[src/page_framebuffer_xor_draw_core_defines.svh]
// assertion macros shared by the page frame store drawing block
// expects signals named clk and arst_n in the module that uses them
`ifndef PAGE_FRAMEBUFFER_XOR_DRAW_CORE_DEFINES_SVH
`define PAGE_FRAMEBUFFER_XOR_DRAW_CORE_DEFINES_SVH

// same-cycle implication, held off during reset
`define PFXD_AST_IMP(lbl, ante, cons) \
	lbl: assert property (@(posedge clk) disable iff (!arst_n) (ante) |-> (cons)) \
		else $error("pfxd assertion failed");

// next-cycle implication, held off during reset
`define PFXD_AST_NEXT(lbl, ante, cons) \
	lbl: assert property (@(posedge clk) disable iff (!arst_n) (ante) |=> (cons)) \
		else $error("pfxd assertion failed");

`endif

[src/pfxd_pkg.sv]
// shared types, request codes and helpers for the page frame store drawing block
// no dependencies; used by every module of the block
package pfxd_pkg;

	// default panel geometry
	localparam int unsigned DEF_DISP_WIDTH  = 128;
	localparam int unsigned DEF_DISP_HEIGHT = 64;

	// internal byte address width, wide enough for any column/page reach
	localparam int unsigned FULL_AW = 14;

	// request codes
	localparam logic [2:0] REQ_PLOT  = 3'd0;
	localparam logic [2:0] REQ_HLINE = 3'd1;
	localparam logic [2:0] REQ_VLINE = 3'd2;
	localparam logic [2:0] REQ_CLEAR = 3'd3;
	localparam logic [2:0] REQ_READ  = 3'd4;

	localparam logic [7:0] PAT_REFILL = 8'h80;
	localparam logic [7:0] BYTE_ONES  = 8'hff;

	typedef struct packed {
		logic [2:0]        req_type;
		logic [7:0]        x;
		logic [7:0]        y;
		logic signed [7:0] length;
		logic [7:0]        pattern;
	} req_t;

	typedef struct packed {
		logic [7:0] read_data;
		logic       out_of_range;
	} rsp_t;

	// frame store access, one read and one write port
	typedef struct packed {
		logic               rd_en;
		logic [FULL_AW-1:0] rd_addr;
		logic               wr_en;
		logic [FULL_AW-1:0] wr_addr;
		logic [7:0]         wr_data;
	} mem_req_t;

	// bits lo..hi set
	function automatic logic [7:0] span_mask(input logic [2:0] lo, input logic [2:0] hi);
		span_mask = (BYTE_ONES << lo) & (BYTE_ONES >> (3'd7 - hi));
	endfunction

endpackage

[src/pfxd_seq.sv]
// request sequencer: address stepping, read-modify-write and clear sweep
// depends on pfxd_pkg and the assertion macro header
`include "page_framebuffer_xor_draw_core_defines.svh"

module pfxd_seq #(
	parameter int unsigned DISP_WIDTH  = pfxd_pkg::DEF_DISP_WIDTH,
	parameter int unsigned DISP_HEIGHT = pfxd_pkg::DEF_DISP_HEIGHT
) (
	input  logic               clk,
	input  logic               arst_n,
	input  logic               req_valid,
	output logic               req_stall,
	input  pfxd_pkg::req_t     req_data,
	input  logic               out_free,
	output logic               rsp_load,
	output pfxd_pkg::rsp_t     rsp_next,
	output pfxd_pkg::mem_req_t mem_req,
	input  logic [7:0]         rdata
);
	import pfxd_pkg::*;

	localparam int unsigned STORE_BYTES = (DISP_WIDTH * DISP_HEIGHT) / 8;
	localparam logic [FULL_AW-1:0] STORE_END  = FULL_AW'(STORE_BYTES);
	localparam logic [FULL_AW-1:0] LAST_ADDR  = FULL_AW'(STORE_BYTES - 1);
	localparam logic [FULL_AW-1:0] WIDTH_STEP = FULL_AW'(DISP_WIDTH);

	localparam logic [1:0] ST_IDLE  = 2'd0;
	localparam logic [1:0] ST_RUN   = 2'd1;
	localparam logic [1:0] ST_FIN   = 2'd2;
	localparam logic [1:0] ST_CLEAR = 2'd3;

	logic [1:0]         state_q;
	logic               init_q;
	logic [2:0]         op_q;
	logic [FULL_AW-1:0] addr_q;
	logic [7:0]         cnt_q;
	logic [7:0]         pat_q;
	logic [2:0]         bit_q;
	logic [2:0]         hi_q;
	logic               first_q;
	logic               oor_q;
	logic               rd_hit_q;

	logic               wb_valid_s1;
	logic [FULL_AW-1:0] wb_addr_s1;
	logic [7:0]         wb_mask_s1;

	logic               req_accept;
	logic               neg;
	logic [7:0]         mag;
	logic [7:0]         x_eff;
	logic [FULL_AW-1:0] base;
	logic [8:0]         last_row;
	logic [5:0]         vpages;
	logic [7:0]         cnt_init;

	logic               step_act;
	logic               step_wr;
	logic               step_rd;
	logic [7:0]         step_mask;
	logic               in_range;
	logic               issue;

	// request decode at accept
	always_comb begin
		neg      = req_data.length[7];
		mag      = neg ? 8'(~req_data.length + 8'sd1) : req_data.length;
		x_eff    = (req_data.req_type == REQ_HLINE && neg) ?
			8'(req_data.x + req_data.length) : req_data.x;
		base     = FULL_AW'(req_data.y[7:3]) * WIDTH_STEP + FULL_AW'(x_eff);
		last_row = {1'b0, req_data.y} + {1'b0, mag} - 9'd1;
		vpages   = last_row[8:3] - {1'b0, req_data.y[7:3]} + 6'd1;
		unique case (req_data.req_type) inside
			REQ_PLOT, REQ_READ: cnt_init = 8'd1;
			REQ_HLINE:          cnt_init = mag;
			REQ_VLINE:          cnt_init = (!neg && mag != 8'd0) ? {2'b00, vpages} : 8'd0;
			default:            cnt_init = 8'd0;
		endcase
	end

	// one step of the current request
	always_comb begin
		step_act  = (state_q == ST_RUN) && (cnt_q != 8'd0);
		step_wr   = 1'b0;
		step_rd   = 1'b0;
		step_mask = 8'd1 << bit_q;
		case (op_q)
			REQ_PLOT:  step_wr = 1'b1;
			REQ_HLINE: step_wr = pat_q[0];
			REQ_VLINE: begin
				step_wr   = 1'b1;
				step_mask = span_mask(first_q ? bit_q : 3'd0,
					(cnt_q == 8'd1) ? hi_q : 3'd7);
			end
			REQ_READ:  step_rd = 1'b1;
			default:   step_wr = 1'b0;
		endcase
		in_range = addr_q < STORE_END;
		issue    = step_act && (step_wr || step_rd) && in_range;
	end

	// handshake and result
	assign rsp_load   = (state_q == ST_FIN) && out_free;
	assign req_stall  = !((state_q == ST_IDLE) || rsp_load);
	assign req_accept = req_valid && !req_stall;

	assign rsp_next.read_data    = rd_hit_q ? rdata : 8'd0;
	assign rsp_next.out_of_range = oor_q;

	// memory ports: step read, write-back of the previous step, clear sweep
	always_comb begin
		mem_req.rd_en   = issue;
		mem_req.rd_addr = addr_q;
		mem_req.wr_en   = wb_valid_s1 || (state_q == ST_CLEAR);
		mem_req.wr_addr = (state_q == ST_CLEAR) ? addr_q : wb_addr_s1;
		mem_req.wr_data = (state_q == ST_CLEAR) ? 8'd0 : (rdata ^ wb_mask_s1);
	end

	// write-back stage
	always_ff @(posedge clk or negedge arst_n) begin
		if (!arst_n) begin
			wb_valid_s1 <= 1'b0;
		end else begin
			wb_valid_s1 <= issue && step_wr;
		end
	end

	always_ff @(posedge clk) begin
		wb_addr_s1 <= addr_q;
		wb_mask_s1 <= step_mask;
	end

	// sequencer
	always_ff @(posedge clk or negedge arst_n) begin
		if (!arst_n) begin
			state_q  <= ST_CLEAR;
			init_q   <= 1'b1;
			addr_q   <= '0;
			cnt_q    <= '0;
			op_q     <= REQ_PLOT;
			oor_q    <= 1'b0;
			rd_hit_q <= 1'b0;
			first_q  <= 1'b0;
		end else begin
			if (req_accept) begin
				op_q     <= req_data.req_type;
				cnt_q    <= cnt_init;
				first_q  <= 1'b1;
				oor_q    <= 1'b0;
				rd_hit_q <= 1'b0;
				if (req_data.req_type == REQ_CLEAR) begin
					addr_q  <= '0;
					state_q <= ST_CLEAR;
				end else begin
					addr_q  <= base;
					state_q <= ST_RUN;
				end
			end else begin
				unique case (state_q)
					ST_IDLE: state_q <= ST_IDLE;
					ST_RUN: begin
						if (step_act) begin
							cnt_q   <= cnt_q - 8'd1;
							first_q <= 1'b0;
							addr_q  <= addr_q + ((op_q == REQ_VLINE) ? WIDTH_STEP :
								FULL_AW'(1));
							if ((step_wr || step_rd) && !in_range) begin
								oor_q <= 1'b1;
							end
							if (issue && step_rd) begin
								rd_hit_q <= 1'b1;
							end
						end
						if (cnt_q <= 8'd1) begin
							state_q <= ST_FIN;
						end
					end
					ST_FIN: begin
						if (rsp_load) begin
							state_q <= ST_IDLE;
						end
					end
					ST_CLEAR: begin
						addr_q <= addr_q + FULL_AW'(1);
						if (addr_q == LAST_ADDR) begin
							init_q  <= 1'b0;
							state_q <= init_q ? ST_IDLE : ST_FIN;
						end
					end
					default: state_q <= ST_IDLE;
				endcase
			end
		end
	end

	// horizontal stipple walk; start bit and last-row bit latched at accept
	always_ff @(posedge clk) begin
		if (req_accept) begin
			pat_q <= req_data.pattern;
			bit_q <= req_data.y[2:0];
			hi_q  <= last_row[2:0];
		end else if (step_act) begin
			pat_q <= pat_q[0] ? ((pat_q >> 1) | PAT_REFILL) : (pat_q >> 1);
		end
	end

	// a write-back always pairs with the read in the previous cycle
	`PFXD_AST_IMP(a_wb_follows_read, wb_valid_s1, $past(mem_req.rd_en))
	// nothing is taken while the power-up sweep runs
	`PFXD_AST_IMP(a_no_req_in_init, init_q, req_stall)
	// the memory is never read past its end
	`PFXD_AST_IMP(a_read_in_range, mem_req.rd_en, mem_req.rd_addr < STORE_END)

endmodule

[config.mk]
export PLATFORM = sky130hd
export DESIGN_NAME = pfxd_seq
export DESIGN_NICKNAME = d
export VERILOG_FILES = /design/src/pfxd_pkg.sv /design/src/pfxd_seq.sv
export VERILOG_INCLUDE_DIRS = /design/src /design/src/src
export SDC_FILE = /design/constraint.sdc
export NUM_CORES = 1
export LEC_CHECK = 0
export BUFFER_PORTS_ARGS = -buffer_cell sky130_fd_sc_hd__clkbuf_2
export CORE_MARGIN = 2
export CORE_UTILIZATION = 35
export CTS_CLUSTER_SIZE = 10
export DETAILED_ROUTE_END_ITERATION = 7
export SYNTH_ARGS = -nofsm -noshare
export SYNTH_HDL_FRONTEND = slang
export SYNTH_SLANG_ARGS = --single-unit
[constraint.sdc]
create_clock -name clk -period 3.1 [get_ports clk]
set_input_delay 0.155 -clock clk [delete_from_list [all_inputs] [get_ports clk]]
set_output_delay 0.155 -clock clk [all_outputs]
set_load 0.05 [all_outputs]
==> impl_metrics.csv <==
group,metric,value,unit
cells_and_area,drive_above_1_share,29.2,%
place,dpl_cell_area,5590,um2
place,dpl.hpwl,9470,um
critical_path,path_max_fanout,2,
detailed_routing,first_pass_iters,4,
min_path,hold_end,"bit_q[0]$_DFFE_PP_",
cells_and_area,fillers,1266,
timing,rsz0062_at_grt,"true",
die,die-area,14100,um2
grt,use_met1,22.6,%
timing,finalSetupViolCount,3,
power_and_ir_drop,cellLeakagePower,2.81,nW
grt,grt_max_degree,36,
detailed_routing,routed_via_density,5.05,
logic_synthesis,synth.area.top_cells,"dfrtp_1 16%, ha_1 9.8%, dfxtp_1 9.6%, edfxtp_1 9.1%, nand2_1 8.7%",
timing,period_share,106,%
cells_and_area,design_area,6080,um2
timing,max_freq,303,MHz
critical_path,worst_setup_path_start_kind,"input port",
logic_synthesis,synth_top_family_by_area,"simple AND/OR/NAND/NOR gates",
clock_network,cts.path.max_buffers,2,
critical_path,r2r_start,"op_q[0]$_DFFE_PN0P_",
timing,slew_violations,0,
grt,grt_pass1_wl,19800,um
die,die_h,119,um
logic_synthesis,synthCells,545,
detailed_routing,drt_wl_total,12300,um
power_and_ir_drop,p_per_area,460,nW/um2
clock_network,cts_made_buffers,9,
detailed_routing,antenna_violating_nets_post_route,0,
status,violations,"negative setup slack",
status,status,"finished, violations left",
clock_network,clock_sinks,68,
min_path,hold_class,"input port to flop",
logic_synthesis,muxShareOfSynthArea,1.33,%
logic_synthesis,synth-simple-area-share,22.7,%
timing,tightestPinTransition,0.819,ns
logic_synthesis,avgSynthCellArea,8.43,um2
clock_network,cts-htree-levels,3,
timing,setup_slack,-0.196,ns
die,coreArea,12700,um2
cells_and_area,fin_nets,766,
place,gp_congestion,0.845,
detailed_routing,drtIter0Drc,205,
place,place_ws,-0.773,ns
logic_synthesis,yosysWarningCount,0,
grt,busiest_layer,"met2",
cells_and_area,syn_to_final_growth,32.3,%
logic_synthesis,synth-seq-area-share,36.2,%
timing,skew,0.00805,ns
logic_synthesis,synth_area,4600,um2
logic_synthesis,synth_fa_ha_area_share,11.3,%
logic_synthesis,synth_compound_area_share,15.2,%
grt,grtUsageMet3,2.17,%
critical_path,reg2reg_slack,0.55,ns
die,ios,96,
critical_path,rr_endpoint,"addr_q[12]$_DFFE_PN0P_",
grt,grt_usage,17.6,%
logic_synthesis,synth-edff-count,14,
job,maxCapViolations,0,
logic_synthesis,yosysMostFrequentCell,"nand2_1",
place,port_buffers,95,
critical_path,r2r_cells,11,
critical_path,end_kind,"flop",
critical_path,cp_slowest_cell,"fa_2",
clock_network,cts_tree,"yes",
timing,hold_viol,0,
logic_synthesis,ys_seq_elements,68,
critical_path,required,3.28,ns
detailed_routing,drc,0,
min_path,worstHoldStart,"req_data[16]",
die,die_w,119,um
critical_path,arrival,3.48,ns
critical_path,path_cells,"clkbuf_16 -> inv_12 -> ha_4 -> mux2i_4 -> ha_4 -> inv_4 -> ha_4 -> inv_2 -> fa_2 -> nor2b_2 -> o21ai_2 -> a21oi_2 -> buf_4 -> o21a_1 -> nor2_1 -> xnor2_1 -> ha_1 -> ha_4 -> a21oi_4 -> xnor2_2 -> xnor2_1 -> nand2_1 -> o221ai_1",
logic_synthesis,synth_ff_type,"dfrtp_1",
logic_synthesis,syn_nets,631,
grt,antenna_found_initial,0,
timing,fin_crit,3.30,ns
logic_synthesis,synth_xor_area_share,7.81,%
grt,met2_usage,29.5,%
cells_and_area,diodes,0,
critical_path,crit_buf_inv,5,
clock_network,cts-root-buf,"clkbuf_16",
critical_path,cpLargestDelayFamily,"adder cells",
logic_synthesis,synth_largest_area_cell,"dfrtp_1",
critical_path,cpMostUsedCell,"ha_4",
timing,relSlewSlack,45.4,%
grt,overflow,0,
detailed_routing,vias,4330,
clock_network,clk_pin_slew,0.06,ns
power_and_ir_drop,ir_worst_vdd,0.450,mV
logic_synthesis,synth_commonest_cells,"107 x nand2_1, 40 x inv_1, 39 x nor2_1",
min_path,holdPathStages,1,
die,start_util,36.1,%
grt,grt_pass1_vias,4101,
power_and_ir_drop,p_total,0.00280,W
logic_synthesis,synthArstFlopShare,47.1,%
critical_path,crit_type,"input port to flop",
logic_synthesis,yosysUniqueCellTypes,64,
logic_synthesis,synth_top_area_share,15.8,%
clock_network,insertion_delay,0.34,ns
detailed_routing,wire_per_inst,14.3,um
die,rows,41,
critical_path,cp_slowest_stage_delay,0.36,ns
[per-stage QoR]
| stage | std cells | utilization (%) | setup TNS, ns | hold WS (ns) |
|---|---|---|---|---|
| after floorplan | 545 | - | -0.212 | -0.141 |
| after global placement | 836 | 43.9 | -1.89 | 0.299 |
| after detailed placement | 836 | 43.9 | -2.24 | 0.300 |
| after CTS | 854 | 47.1 | -0.340 | 0.0360 |
| after global routing | 857 | 47.8 | -0.857 | 0.0376 |
| final | 857 | 47.8 | -0.356 | 0.0408 |
[power by group]
group          internal [W]  leakage, nW  total (W)  switching (W)
registers          0.000910        0.648   0.000910              0
clock network      0.000634        0.150    0.00101       0.000372
logic              0.000464         2.01   0.000879       0.000415
[worst max path at each step]
stage | slack (ns) | cells after the start | end | from
final | -0.20 | 23 | cnt_q[5]$_DFFE_PN0P_ | req_data[9]
after CTS | -0.26 | 21 | cnt_q[5]$_DFFE_PN0P_ | req_data[9]
after detailed placement | -0.77 | 22 | cnt_q[5]$_DFFE_PN0P_ | req_data[9]
after global placement | -0.65 | 22 | cnt_q[5]$_DFFE_PN0P_ | req_data[9]
after global routing | -0.38 | 21 | cnt_q[5]$_DFFE_PN0P_ | req_data[9]
after floorplan | -0.21 | 20 | cnt_q[5]$_DFFE_PN0P_ | req_data[9]
[layout by cell type, fill, tap and decap left out, types with 3 or more instances in the layout]
cell type	count
nand2b_1	8
ha_4	6
a21oi_1	20
a21o_1	6
and3_1	5
ha_1	29
xnor2_2	3
a21oi_2	3
o21ai_0	21
nand3_1	15
nand2_1	106
buf_4	46
inv_2	4
o221ai_1	6
clkbuf_8	3
dfstp_2	3
nor2b_1	4
o41ai_1	3
xnor2_1	23
clkbuf_2	93
edfxtp_1	14
nand4_1	7
xor2_1	14
or3_1	4
and2_1	11
nor3_1	7
mux2i_1	4
clkbuf_16	11
nor2_1	39
o22ai_1	5
a31oi_1	10
dfrtp_1	29
dfxtp_1	22
o21a_1	5
inv_1	35
[what timing repair did]
item | in CTS | in global routing
hold endpoints to repair | 29 | 0
setup buffers | 2 | 3
pin swaps | 18 | 13
setup endpoints to repair | 3 | 3
resized for setup | 12 | 12
cloned | 0 | 0
hold buffers | 1 | 0
[flip-flops by register name, summed over array words and instances, names as in the netlist]
| register | count |
|---|---|
| addr_q | 14 |
| bit_q | 3 |
| cnt_q | 8 |
| first_q | 1 |
| hi_q | 3 |
| init_q | 1 |
| oor_q | 1 |
| op_q | 3 |
| pat_q | 8 |
| rd_hit_q | 1 |
| state_q | 2 |
| wb_addr_s1 | 14 |
| wb_mask_s1 | 8 |
| wb_valid_s1 | 1 |
[layout make-up]
class                   count  area (um2)  area share, %
multi-input cells         417        2860           47.0
clock buffers              12         278           4.57
repair buffers            142         860           14.1
inverters                  42         175           2.88
clock inverters             4        30.0          0.494
well taps                 172         215           3.54
flip-flops and latches     68        1670           27.4
[metal layers]
metal | up-vias | routed length [um] | share of wire (%)
met5 | - | 0 | 0
met4 | 0 | 265 | 2.2
met3 | 19 | 653 | 5.3
met2 | 116 | 5810 | 47
met1 | 2032 | 5550 | 45
li1 | 2163 | - | -
[cells by family (layout without fill, tap and decap cells)]
family | count (synthesis) | count (layout)
multiplexers | 6 | 6
adder cells (fa/ha/maj) | 40 | 40
AND/OR/NAND/NOR | 225 | 225
AO/OA/AOI/OAI | 105 | 105
buffers and inverters | 60 | 200
XOR/XNOR | 41 | 41
flip-flops | 68 | 68
(Power assumes the default switching activity.)
